$ cat src/rtl/mmcspi_pkg.sv
package mmcspi_pkg;

	localparam int unsigned SECTOR_BYTES = 512;

	// request codes
	typedef enum logic [1:0] {
		CMD_INIT  = 2'd0,
		CMD_READ  = 2'd1,
		CMD_WRITE = 2'd2,
		CMD_BYTE  = 2'd3
	} cmd_t;

	// operation in progress
	typedef enum logic [1:0] {
		OP_INIT_RST  = 2'd0,
		OP_READ      = 2'd1,
		OP_WRITE     = 2'd2,
		OP_INIT_IDLE = 2'd3
	} op_t;

	typedef enum logic [3:0] {
		PH_IDLE   = 4'd0,
		PH_CLOCK  = 4'd1,
		PH_FRAME  = 4'd2,
		PH_POLL   = 4'd3,
		PH_RTOKEN = 4'd4,
		PH_RDATA  = 4'd5,
		PH_RCRC   = 4'd6,
		PH_WTOKEN = 4'd7,
		PH_WDATA  = 4'd8,
		PH_WTAIL  = 4'd9,
		PH_WBUSY  = 4'd10
	} phase_t;

	localparam logic [3:0] ST_OK         = 4'd0;
	localparam logic [3:0] ST_INIT_RST   = 4'd1;
	localparam logic [3:0] ST_INIT_IDLE  = 4'd2;
	localparam logic [3:0] ST_RD_INVALID = 4'd3;
	localparam logic [3:0] ST_RD_GENERAL = 4'd4;
	localparam logic [3:0] ST_TOKEN      = 4'd5;
	localparam logic [3:0] ST_SECTOR0    = 4'd6;
	localparam logic [3:0] ST_WR_INVALID = 4'd7;
	localparam logic [3:0] ST_WR_GENERAL = 4'd8;

	localparam logic [7:0] BYTE_FILL     = 8'hFF;
	localparam logic [7:0] BYTE_CRC      = 8'h95;
	localparam logic [7:0] BYTE_TOKEN    = 8'hFE;
	localparam logic [7:0] CMD_GO_IDLE   = 8'h40;
	localparam logic [7:0] CMD_SEND_OP   = 8'h41;
	localparam logic [7:0] CMD_RD_SINGLE = 8'h51;
	localparam logic [7:0] CMD_WR_SINGLE = 8'h58;
	localparam logic [7:0] RSP_READY     = 8'h00;
	localparam logic [7:0] RSP_IDLE      = 8'h01;
	localparam logic [7:0] RSP_INVALID   = 8'h40;
	localparam logic [7:0] RSP_ERROR     = 8'h99;

	localparam logic [4:0] CLOCK_BYTES   = 5'd20;
	localparam logic [4:0] FRAME_BYTES   = 5'd22;
	localparam logic [4:0] FRAME_CMD_POS = 5'd16;
	localparam logic [4:0] RCRC_BYTES    = 5'd2;
	localparam logic [4:0] WTAIL_BYTES   = 5'd3;
	localparam logic [11:0] INIT_POLLS   = 12'd128;
	localparam logic [11:0] CMD_POLLS    = 12'd16;
	localparam logic [11:0] TOKEN_POLLS  = 12'd1024;
	localparam logic [11:0] BUSY_POLLS   = 12'hFFF;
	localparam logic [11:0] SECTOR_LEN   = 12'(SECTOR_BYTES);
	localparam logic [7:0] INIT_ATTEMPTS_RESET = 8'd10;

	typedef struct packed {
		logic [1:0]  cmd;
		logic [22:0] sector;
		logic [7:0]  miso_byte;
		logic [7:0]  write_byte;
	} req_t;

	typedef struct packed {
		logic       send_valid;
		logic [7:0] send_byte;
		logic       chip_select;
		logic [7:0] read_byte;
		logic       read_valid;
		logic       payload_request;
		logic [8:0] byte_index;
		logic       done_res;
		logic [3:0] status;
		logic       busy_res;
	} rsp_t;

	// byte at a given position of a command frame
	function automatic logic [7:0] frame_byte(logic [4:0] pos, logic [1:0] op,
			logic [22:0] sector);
		logic [31:0] addr;
		logic [7:0]  b;
		addr = (op == OP_READ || op == OP_WRITE) ? {sector, 9'd0} : 32'd0;
		if (pos < FRAME_CMD_POS) begin
			b = BYTE_FILL;
		end else if (pos == FRAME_CMD_POS) begin
			case (op)
				OP_INIT_RST:  b = CMD_GO_IDLE;
				OP_INIT_IDLE: b = CMD_SEND_OP;
				OP_READ:      b = CMD_RD_SINGLE;
				default:      b = CMD_WR_SINGLE;
			endcase
		end else if (pos == 5'd17) begin
			b = addr[31:24];
		end else if (pos == 5'd18) begin
			b = addr[23:16];
		end else if (pos == 5'd19) begin
			b = addr[15:8];
		end else if (pos == 5'd20) begin
			b = addr[7:0];
		end else begin
			b = BYTE_CRC;
		end
		return b;
	endfunction

endpackage

$ cat src/rtl/mmcspi_chan.sv
interface mmcspi_chan #(
	parameter type T = logic [7:0]
) ();
	logic valid;
	logic ready;
	T     data;

	modport source (output valid, output data, input ready);
	modport sink (input valid, input data, output ready);
endinterface

$ cat src/rtl/mmc_spi_sector_controller.sv
// channel  dir  payload
// req      in   cmd, sector, miso_byte, write_byte
// rsp      out  send_valid .. busy_res, one per request
// cfg      in   init_attempts (8 bits)
//
// one request is taken per cycle while req.ready is high; its response
// is registered and shows the cycle after acceptance.
// a pending response that is not taken holds req.ready low only when the
// response register is full and rsp.ready is low.
// reset (arst_n low) returns to idle with the card deselected and
// init_attempts at 10; cfg.ready is always high.
module mmc_spi_sector_controller (
	input logic clk,
	input logic arst_n,
	mmcspi_chan.sink   req,
	mmcspi_chan.source rsp,
	mmcspi_chan.sink   cfg
);

	mmcspi_pkg::phase_t phase_q, nx_phase;
	logic [1:0]  op_q, nx_op;
	logic [4:0]  pos_q, nx_pos;
	logic [11:0] poll_q, nx_poll;
	logic [7:0]  att_q, nx_att;
	logic [22:0] sector_q, nx_sector;
	logic        sel_q, nx_sel;
	logic [7:0]  lim_q;

	mmcspi_pkg::rsp_t rsp_q, rsp_d;
	logic             rsp_v_q;
	logic             acc;

	logic [1:0]  cmd;
	logic [22:0] sec;
	logic [7:0]  miso;
	logic [7:0]  wbyte;
	logic [4:0]  pos_inc;
	logic [11:0] poll_inc;
	logic [11:0] poll_inc2;
	logic [7:0]  att_inc;
	logic        att_over;
	logic        init_op;
	logic        poll_done;
	logic        res_fail;
	logic [3:0]  res_code;

	assign cmd   = req.data.cmd;
	assign sec   = req.data.sector;
	assign miso  = req.data.miso_byte;
	assign wbyte = req.data.write_byte;

	assign req.ready = !rsp_v_q || rsp.ready;
	assign acc       = req.valid && req.ready;
	assign cfg.ready = 1'b1;
	assign rsp.valid = rsp_v_q;
	assign rsp.data  = rsp_q;

	assign pos_inc   = pos_q + 5'd1;
	assign poll_inc  = poll_q + 12'd1;
	assign poll_inc2 = poll_q + 12'd2;
	assign att_inc   = att_q + 8'd1;
	assign att_over  = att_inc >= lim_q;
	assign init_op   = op_q == mmcspi_pkg::OP_INIT_RST || op_q == mmcspi_pkg::OP_INIT_IDLE;

	// response polling after a command frame
	always_comb begin
		logic [7:0]  good;
		logic [7:0]  bad;
		logic [11:0] tries;
		good  = (op_q == mmcspi_pkg::OP_INIT_RST) ? mmcspi_pkg::RSP_IDLE
			: mmcspi_pkg::RSP_READY;
		bad   = init_op ? mmcspi_pkg::RSP_ERROR : mmcspi_pkg::RSP_INVALID;
		tries = init_op ? mmcspi_pkg::INIT_POLLS : mmcspi_pkg::CMD_POLLS;
		poll_done = miso == good || miso == bad || poll_inc >= tries;
	end

	// outcome of the last polled response byte
	always_comb begin
		res_fail = 1'b0;
		res_code = mmcspi_pkg::ST_OK;
		case (op_q)
			mmcspi_pkg::OP_INIT_RST: begin
				if (miso != mmcspi_pkg::RSP_IDLE && att_over) begin
					res_fail = 1'b1;
					res_code = mmcspi_pkg::ST_INIT_RST;
				end
			end
			mmcspi_pkg::OP_INIT_IDLE: begin
				if (miso == mmcspi_pkg::RSP_READY) begin
					res_fail = 1'b1;
				end else if (att_over) begin
					res_fail = 1'b1;
					res_code = mmcspi_pkg::ST_INIT_IDLE;
				end
			end
			default: begin
				if (miso == mmcspi_pkg::RSP_INVALID) begin
					res_fail = 1'b1;
					res_code = (op_q == mmcspi_pkg::OP_READ) ? mmcspi_pkg::ST_RD_INVALID
						: mmcspi_pkg::ST_WR_INVALID;
				end else if (miso != mmcspi_pkg::RSP_READY) begin
					res_fail = 1'b1;
					res_code = (op_q == mmcspi_pkg::OP_READ) ? mmcspi_pkg::ST_RD_GENERAL
						: mmcspi_pkg::ST_WR_GENERAL;
				end
			end
		endcase
	end

	// next state
	always_comb begin
		nx_phase  = phase_q;
		nx_op     = op_q;
		nx_pos    = pos_q;
		nx_poll   = poll_q;
		nx_att    = att_q;
		nx_sector = sector_q;
		nx_sel    = sel_q;
		case (cmd)
			mmcspi_pkg::CMD_INIT: begin
				nx_op  = mmcspi_pkg::OP_INIT_RST;
				nx_att = 8'd0;
				nx_sel = 1'b1;
				nx_pos = 5'd0;
				nx_phase = (lim_q == 8'd0) ? mmcspi_pkg::PH_IDLE : mmcspi_pkg::PH_CLOCK;
			end
			mmcspi_pkg::CMD_READ: begin
				nx_op     = mmcspi_pkg::OP_READ;
				nx_sector = sec;
				nx_sel    = 1'b0;
				nx_phase  = mmcspi_pkg::PH_FRAME;
				nx_pos    = 5'd0;
			end
			mmcspi_pkg::CMD_WRITE: begin
				if (sec == 23'd0) begin
					nx_phase = mmcspi_pkg::PH_IDLE;
				end else begin
					nx_op     = mmcspi_pkg::OP_WRITE;
					nx_sector = sec;
					nx_sel    = 1'b0;
					nx_phase  = mmcspi_pkg::PH_FRAME;
					nx_pos    = 5'd0;
				end
			end
			default: begin
				case (phase_q)
					mmcspi_pkg::PH_CLOCK: begin
						nx_pos = pos_inc;
						if (pos_inc >= mmcspi_pkg::CLOCK_BYTES) begin
							nx_sel   = 1'b0;
							nx_phase = mmcspi_pkg::PH_FRAME;
							nx_pos   = 5'd0;
						end
					end
					mmcspi_pkg::PH_FRAME: begin
						nx_pos = pos_inc;
						if (pos_inc >= mmcspi_pkg::FRAME_BYTES) begin
							nx_phase = mmcspi_pkg::PH_POLL;
							nx_poll  = 12'd0;
						end
					end
					mmcspi_pkg::PH_POLL: begin
						nx_poll = poll_inc;
						if (poll_done) begin
							if (op_q == mmcspi_pkg::OP_INIT_RST
									|| (op_q == mmcspi_pkg::OP_INIT_IDLE
									&& miso != mmcspi_pkg::RSP_READY)) begin
								nx_att = att_inc;
							end
							if (res_fail) begin
								nx_sel   = 1'b1;
								nx_phase = mmcspi_pkg::PH_IDLE;
							end else begin
								case (op_q)
									mmcspi_pkg::OP_INIT_RST: begin
										if (miso == mmcspi_pkg::RSP_IDLE) begin
											nx_op    = mmcspi_pkg::OP_INIT_IDLE;
											nx_att   = 8'd0;
											nx_sel   = 1'b0;
											nx_phase = mmcspi_pkg::PH_FRAME;
										end else begin
											nx_sel   = 1'b1;
											nx_phase = mmcspi_pkg::PH_CLOCK;
										end
										nx_pos = 5'd0;
									end
									mmcspi_pkg::OP_INIT_IDLE: begin
										nx_sel   = 1'b0;
										nx_phase = mmcspi_pkg::PH_FRAME;
										nx_pos   = 5'd0;
									end
									mmcspi_pkg::OP_READ: begin
										nx_phase = mmcspi_pkg::PH_RTOKEN;
										nx_poll  = 12'd0;
									end
									default: begin
										nx_phase = mmcspi_pkg::PH_WTOKEN;
									end
								endcase
							end
						end
					end
					mmcspi_pkg::PH_RTOKEN: begin
						nx_poll = poll_inc;
						if (miso == mmcspi_pkg::BYTE_TOKEN) begin
							nx_phase = mmcspi_pkg::PH_RDATA;
							nx_poll  = 12'd0;
						end else if (poll_inc >= mmcspi_pkg::TOKEN_POLLS) begin
							nx_sel   = 1'b1;
							nx_phase = mmcspi_pkg::PH_IDLE;
						end
					end
					mmcspi_pkg::PH_RDATA: begin
						nx_poll = poll_inc;
						if (poll_inc >= mmcspi_pkg::SECTOR_LEN) begin
							nx_phase = mmcspi_pkg::PH_RCRC;
							nx_pos   = 5'd0;
						end
					end
					mmcspi_pkg::PH_RCRC: begin
						nx_pos = pos_inc;
						if (pos_inc >= mmcspi_pkg::RCRC_BYTES) begin
							nx_sel   = 1'b1;
							nx_phase = mmcspi_pkg::PH_IDLE;
						end
					end
					mmcspi_pkg::PH_WTOKEN: begin
						nx_phase = mmcspi_pkg::PH_WDATA;
						nx_poll  = 12'd0;
					end
					mmcspi_pkg::PH_WDATA: begin
						if (poll_inc < mmcspi_pkg::SECTOR_LEN) begin
							nx_poll = poll_inc;
						end else begin
							nx_phase = mmcspi_pkg::PH_WTAIL;
							nx_pos   = 5'd0;
						end
					end
					mmcspi_pkg::PH_WTAIL: begin
						nx_pos = pos_inc;
						if (pos_inc >= mmcspi_pkg::WTAIL_BYTES) begin
							nx_phase = mmcspi_pkg::PH_WBUSY;
							nx_poll  = 12'd0;
						end
					end
					mmcspi_pkg::PH_WBUSY: begin
						nx_poll = poll_inc;
						if (miso != 8'd0 || poll_inc >= mmcspi_pkg::BUSY_POLLS) begin
							nx_sel   = 1'b1;
							nx_phase = mmcspi_pkg::PH_IDLE;
						end
					end
					default: begin
						nx_phase = mmcspi_pkg::PH_IDLE;
					end
				endcase
			end
		endcase
	end

	// response for this request
	always_comb begin
		rsp_d = '0;
		rsp_d.chip_select = nx_sel;
		rsp_d.busy_res    = nx_phase != mmcspi_pkg::PH_IDLE;
		case (cmd)
			mmcspi_pkg::CMD_INIT: begin
				if (lim_q == 8'd0) begin
					rsp_d.done_res = 1'b1;
					rsp_d.status   = mmcspi_pkg::ST_INIT_RST;
				end else begin
					rsp_d.send_valid = 1'b1;
					rsp_d.send_byte  = mmcspi_pkg::BYTE_FILL;
				end
			end
			mmcspi_pkg::CMD_READ: begin
				rsp_d.send_valid = 1'b1;
				rsp_d.send_byte  = mmcspi_pkg::BYTE_FILL;
			end
			mmcspi_pkg::CMD_WRITE: begin
				if (sec == 23'd0) begin
					rsp_d.done_res = 1'b1;
					rsp_d.status   = mmcspi_pkg::ST_SECTOR0;
				end else begin
					rsp_d.send_valid = 1'b1;
					rsp_d.send_byte  = mmcspi_pkg::BYTE_FILL;
				end
			end
			default: begin
				case (phase_q)
					mmcspi_pkg::PH_CLOCK, mmcspi_pkg::PH_WTAIL: begin
						rsp_d.send_valid = 1'b1;
						rsp_d.send_byte  = mmcspi_pkg::BYTE_FILL;
					end
					mmcspi_pkg::PH_FRAME: begin
						rsp_d.send_valid = 1'b1;
						rsp_d.send_byte  = (pos_inc < mmcspi_pkg::FRAME_BYTES)
							? mmcspi_pkg::frame_byte(pos_inc, op_q, sector_q)
							: mmcspi_pkg::BYTE_FILL;
					end
					mmcspi_pkg::PH_POLL: begin
						if (poll_done && res_fail) begin
							rsp_d.done_res = 1'b1;
							rsp_d.status   = res_code;
						end else if (poll_done && op_q == mmcspi_pkg::OP_WRITE) begin
							rsp_d.send_valid      = 1'b1;
							rsp_d.send_byte       = mmcspi_pkg::BYTE_TOKEN;
							rsp_d.payload_request = 1'b1;
						end else begin
							rsp_d.send_valid = 1'b1;
							rsp_d.send_byte  = mmcspi_pkg::BYTE_FILL;
						end
					end
					mmcspi_pkg::PH_RTOKEN: begin
						if (miso != mmcspi_pkg::BYTE_TOKEN
								&& poll_inc >= mmcspi_pkg::TOKEN_POLLS) begin
							rsp_d.done_res = 1'b1;
							rsp_d.status   = mmcspi_pkg::ST_TOKEN;
						end else begin
							rsp_d.send_valid = 1'b1;
							rsp_d.send_byte  = mmcspi_pkg::BYTE_FILL;
						end
					end
					mmcspi_pkg::PH_RDATA: begin
						rsp_d.read_byte  = miso;
						rsp_d.read_valid = 1'b1;
						rsp_d.byte_index = poll_q[8:0];
						rsp_d.send_valid = 1'b1;
						rsp_d.send_byte  = mmcspi_pkg::BYTE_FILL;
					end
					mmcspi_pkg::PH_RCRC: begin
						if (pos_inc < mmcspi_pkg::RCRC_BYTES) begin
							rsp_d.send_valid = 1'b1;
							rsp_d.send_byte  = mmcspi_pkg::BYTE_FILL;
						end else begin
							rsp_d.done_res = 1'b1;
						end
					end
					mmcspi_pkg::PH_WTOKEN: begin
						rsp_d.send_valid      = 1'b1;
						rsp_d.send_byte       = wbyte;
						rsp_d.payload_request = 1'b1;
						rsp_d.byte_index      = 9'd1;
					end
					mmcspi_pkg::PH_WDATA: begin
						rsp_d.send_valid = 1'b1;
						if (poll_inc < mmcspi_pkg::SECTOR_LEN) begin
							rsp_d.send_byte = wbyte;
							if (poll_inc2 < mmcspi_pkg::SECTOR_LEN) begin
								rsp_d.payload_request = 1'b1;
								rsp_d.byte_index      = poll_inc2[8:0];
							end
						end else begin
							rsp_d.send_byte = mmcspi_pkg::BYTE_FILL;
						end
					end
					mmcspi_pkg::PH_WBUSY: begin
						if (miso != 8'd0 || poll_inc >= mmcspi_pkg::BUSY_POLLS) begin
							rsp_d.done_res = 1'b1;
						end else begin
							rsp_d.send_valid = 1'b1;
							rsp_d.send_byte  = mmcspi_pkg::BYTE_FILL;
						end
					end
					default: begin
						rsp_d.send_valid = 1'b0;
					end
				endcase
			end
		endcase
	end

	always_ff @(posedge clk or negedge arst_n) begin
		if (!arst_n) begin
			phase_q  <= mmcspi_pkg::PH_IDLE;
			op_q     <= mmcspi_pkg::OP_INIT_RST;
			pos_q    <= 5'd0;
			poll_q   <= 12'd0;
			att_q    <= 8'd0;
			sector_q <= 23'd0;
			sel_q    <= 1'b1;
			rsp_v_q  <= 1'b0;
			lim_q    <= mmcspi_pkg::INIT_ATTEMPTS_RESET;
		end else begin
			if (cfg.valid) begin
				lim_q <= cfg.data;
			end
			if (acc) begin
				phase_q  <= nx_phase;
				op_q     <= nx_op;
				pos_q    <= nx_pos;
				poll_q   <= nx_poll;
				att_q    <= nx_att;
				sector_q <= nx_sector;
				sel_q    <= nx_sel;
				rsp_v_q  <= 1'b1;
			end else if (rsp.ready) begin
				rsp_v_q <= 1'b0;
			end
		end
	end

	always_ff @(posedge clk) begin
		if (acc) begin
			rsp_q <= rsp_d;
		end
	end

	a_read_selected: assert property (@(posedge clk) disable iff (!arst_n)
		rsp_v_q && rsp_q.read_valid |-> rsp_q.send_valid && !rsp_q.chip_select)
		else $error("read data with card deselected");

	a_done_not_busy: assert property (@(posedge clk) disable iff (!arst_n)
		rsp_v_q && rsp_q.done_res |-> !rsp_q.busy_res && !rsp_q.send_valid)
		else $error("finished request still busy");

	a_accept_shows: assert property (@(posedge clk) disable iff (!arst_n)
		acc |=> rsp_v_q && rsp_q.busy_res == (phase_q != mmcspi_pkg::PH_IDLE))
		else $error("response missing or busy flag off state");

	a_write_selected: assert property (@(posedge clk) disable iff (!arst_n)
		phase_q == mmcspi_pkg::PH_WTOKEN || phase_q == mmcspi_pkg::PH_WDATA
		|-> !sel_q)
		else $error("write payload with card deselected");

endmodule

$ cat src/flat_wrapper.sv
// flat-port wrapper written by rule: the top's interface ports become plain ports
module mmc_spi_sector_controller_flat import mmcspi_pkg::*;
  (clk, arst_n, req_valid, req_data, req_ready, rsp_valid, rsp_data, rsp_ready, cfg_valid, cfg_data, cfg_ready);
  mmcspi_chan #(.T(req_t)) req_i ();
  mmcspi_chan #(.T(rsp_t)) rsp_i ();
  mmcspi_chan #(.T(logic [7:0])) cfg_i ();
  input logic clk;
  input logic arst_n;
  input wire logic [$bits(req_i.valid)-1:0] req_valid;
  input wire logic [$bits(req_i.data)-1:0] req_data;
  output wire logic [$bits(req_i.ready)-1:0] req_ready;
  output wire logic [$bits(rsp_i.valid)-1:0] rsp_valid;
  output wire logic [$bits(rsp_i.data)-1:0] rsp_data;
  input wire logic [$bits(rsp_i.ready)-1:0] rsp_ready;
  input wire logic [$bits(cfg_i.valid)-1:0] cfg_valid;
  input wire logic [$bits(cfg_i.data)-1:0] cfg_data;
  output wire logic [$bits(cfg_i.ready)-1:0] cfg_ready;
  assign req_i.valid = req_valid;
  assign req_i.data = req_data;
  assign req_ready = req_i.ready;
  assign rsp_valid = rsp_i.valid;
  assign rsp_data = rsp_i.data;
  assign rsp_i.ready = rsp_ready;
  assign cfg_i.valid = cfg_valid;
  assign cfg_i.data = cfg_data;
  assign cfg_ready = cfg_i.ready;
  mmc_spi_sector_controller u_core (.clk(clk), .arst_n(arst_n), .req(req_i), .rsp(rsp_i), .cfg(cfg_i));
endmodule
$ cat config.mk
export PLATFORM = sky130hd
export DESIGN_NAME = mmc_spi_sector_controller_flat
export DESIGN_NICKNAME = d
export VERILOG_FILES = /design/src/rtl/mmcspi_pkg.sv /design/src/rtl/mmcspi_chan.sv /design/src/rtl/mmc_spi_sector_controller.sv /design/src/flat_wrapper.sv
export SDC_FILE = /design/constraint.sdc
export NUM_CORES = 1
export LEC_CHECK = 0
export ABC_AREA = 1
export BUFFER_PORTS_ARGS = -buffer_cell sky130_fd_sc_hd__buf_4
export CAP_MARGIN = 20
export CORE_ASPECT_RATIO = 1.5
export CORE_MARGIN = 1.5
export CORE_UTILIZATION = 47
export CTS_BUF_LIST = sky130_fd_sc_hd__clkbuf_4 sky130_fd_sc_hd__clkbuf_8
export DETAILED_ROUTE_END_ITERATION = 12
export PLACE_DENSITY = 0.74
export SYNTH_ARGS = -nofsm -noshare
export SYNTH_HDL_FRONTEND = slang
export SYNTH_SLANG_ARGS = --single-unit
export TNS_END_PERCENT = 100
$ cat constraint.sdc
create_clock -name clk -period 4.95 [get_ports clk]
set_clock_uncertainty 0.2 [all_clocks]
set_input_delay 0.99 -clock clk [delete_from_list [all_inputs] [get_ports clk]]
set_output_delay 0.99 -clock clk [all_outputs]
set_load 0.01 [all_outputs]
==> run metrics <==
Nets 1,138; max-slew violations 0; DP Wirelength 14,200 um; max_slew headroom 45.5%; number of port buffers 90; worst vdd ir 0.144 mV; critical path type flop to flop; crit path DAT 3.38 ns; r2r startpoint u_core.op_q[1]; routability cong. 0.967; Critical path buffers and inverters 2; Ports 92; Worst Hold Class flop to flop; drt drc 0; Overall Global Routing Usage 24.8%; clock slew at reported path FFs 0.11 ns; Die X 102 um; layout cells sized above 1 14.5%; number of global-route vias before repair 6,418; row count 53; pwr dens 306 nW/um^2; post-synth net total 1,052; Yosys reg bits 99; final wirelength 18,200 um; synthesized area 6850 um^2; Initial Utilization 48.5%; register area 2660 um^2; Final Cell Area 7920 um^2; maximum clock frequency 0.290 GHz; fin cells 1,253; cts repair resizes 0; most common cell after layout, fill and taps aside nand2_1; top cells by area, synth dfrtp_1, nand2_1, edfxtp_1; TritonCTS clock tree yes; Final Cycle Share 69.6%; worst reg2reg path depth 17; placed insts 1,237; Hold Fails Final Rpt 0; vias per inst 5.24; WP depth 17; largest net degree at the start of global routing 65; post-synthesis sequential area ratio 38.8%; Power Total 0.00242 W; Clock Sinks 99; worst-margin pin slew 0.817 ns; area grow syn2layout 15.7%; Die Y 151 um; WL per Instance 14.6 um; CTS Buffer Depth 2; diode count 0; Clock Latency Late Sink 0.38 ns; Synth area leader dfrtp_1; initial antenna violation count 0; DRT Pass-1 Iters 6; fin util 56.1%; Worst path slowest cell ha_1; Critical Path End u_core.rsp.data[28]; Multi-input gate area 3550 um^2; Worst R2R Setup Slack 1.50 ns; CP Cell Sequence inv_1 > ha_1 > inv_2 > o21ai_0 > nand2_1 > nor2_1 > nand2_1 > nand3_1 > nor2_2 > nand2_4 > nand2_1 > nand2_1 > nand2_1 > nor2_1 > nand3_1 > nand2_1 > nand2_1; status completed; setup TNS after final layout 0 ns; Worst Path Required 4.88 ns; reg2reg end u_core.rsp.data[28]; CP dominant cell by count nand2_1; remaining global-route overflow 0; post-route ant nets 0; placed inst area 7710 um^2; most frequent cells in the layout nand2_1, inv_1, nor2_1; Final setup viols 0; DRT iter0 DRCs 532; Synth cell types 43; Mean Syn Cell Area 7.06 um^2; CTS Buf Count 9; number of max-cap violations 0; first-pass GRT wire length 29,500 um; Post-CTS Setup Bufs 0; root buffer cell clkbuf_8; CTS Hold Bufs 0; leakage power 4.08 nW; via count 6,570; crit-path leading delay family simple AND/OR/NAND/NOR gates; Core Box Area 14,100 um^2; Yosys warning count 0; RSZ-0062 raised after global routing false; worst-path maximum fanout 21; share of the synthesized area in the top cell type 22.3%; critical path launch point type flop; slowest stage delay, CP 0.79 ns; fin crit period 3.45 ns; crit path from u_core.op_q[1]; # H-tree levels 3; endpoint class of the critical path flop; Syn Inst Count 970; Die ar. 15,300 um^2; Fillers 1,354
==> metal layers <==
metal | track usage [%] | wire length, um | vias to the layer above
li1 | - | - | 3275
met1 | 26.3 | 6900 | 3054
met2 | 46.0 | 9810 | 180
met3 | 3.37 | 630 | 61
met4 | 14.2 | 889 | 0
met5 | 0 | 0 | -
==> sequential cells by signal, indices dropped and copies added (netlist names) <==
name	count
u_core.poll_q	12
u_core.rsp.data	35
u_core.sector_q	23
u_core.rsp.valid	1
u_core.op_q	2
u_core.sel_q	1
u_core.lim_q	8
u_core.pos_q	5
u_core.att_q	8
u_core.phase_q	4
==> metrics by stage <==
step / setup slack [ns] / hold WS, ns
after floorplan: 2.06 / 0.253
after CTS: 1.50 / 0.295
after detailed placement: 1.51 / 0.274
after global routing: 1.17 / 0.321
after global placement: 1.57 / 0.267
final: 1.50 / 0.293
==> tightest hold or removal path, cell delays in order (launching register included) <==
cell and delay [ns]:
dfrtp_1 0.36, nand2_1 0.05, o21ai_0 0.06
==> worst min-delay path by stage <==
stage | from | to | depth (start not counted)
after floorplan | u_core.sector_q[0] | u_core.sector_q[0] | 2
after global placement | u_core.sector_q[8] | u_core.sector_q[8] | 2
final | u_core.sector_q[9] | u_core.sector_q[9] | 2
after CTS | u_core.sel_q | u_core.sel_q | 2
after detailed placement | u_core.sector_q[9] | u_core.sector_q[9] | 2
after global routing | u_core.sector_q[9] | u_core.sector_q[9] | 2
==> layout make-up <==
cell class              count  area share [%]
clock buffers               9            1.56
clock inverters             7            1.12
inverters                 146            6.92
multi-input cells         705            44.8
flip-flops and latches     99            33.5
well taps                 192            3.03
repair buffers             95            9.00
==> cells in the mapped netlist <==
| master | n |
|---|---|
| nand2_2 | 3 |
| a22oi_1 | 6 |
| nand4_1 | 31 |
| o21ai_1 | 9 |
| nor2_2 | 4 |
| a211oi_1 | 1 |
| ha_1 | 28 |
| buf_1 | 1 |
| nor3_4 | 1 |
| nand3b_1 | 1 |
| nand4_4 | 1 |
| nand3_1 | 66 |
| edfxtp_1 | 35 |
| o21ai_2 | 7 |
| nor2_8 | 2 |
| xnor2_1 | 1 |
| nor3_1 | 11 |
| nand2_4 | 5 |
| a21oi_4 | 2 |
| o41ai_1 | 1 |
| o31ai_1 | 1 |
| nand2_1 | 302 |
| clkinv_1 | 2 |
| inv_1 | 138 |
| nor2_4 | 1 |
| dfrtp_1 | 61 |
| buf_4 | 2 |
| buf_2 | 5 |
| nor2_1 | 110 |
| a31oi_1 | 3 |
| nand3_2 | 4 |
| clkbuf_1 | 12 |
| o21ai_0 | 56 |
| xor2_1 | 13 |
| o211ai_1 | 5 |
| or2_2 | 1 |
| mux2_2 | 3 |
| dfstp_2 | 3 |
| inv_2 | 6 |
| nor4_1 | 2 |
| a21o_1 | 1 |
| a21oi_1 | 22 |
| conb_1 | 1 |
==> power by group <==
group	switching (W)	internal [W]
combinational	0.000520	0.000293
sequential	0.0000829	0.000961
clock	0.000320	0.000247
total	0.000923	0.00150
==> logic make-up (layout without fill, tap and decap cells) <==
kind of cell	count (synthesis)	after routing	share of synthesized area, %
AND/OR/NAND/NOR	545	545	34.8
buffers and inverters	166	257	9.30
AO/OA/AOI/OAI	114	114	9.67
flip-flops	99	99	38.8
adder cells (fa/ha/maj)	28	28	5.12
XOR/XNOR	14	14	1.79
multiplexers	3	3	0.493
other	1	1	0.0548
No activity file was read; power rests on OpenSTA's default activity.
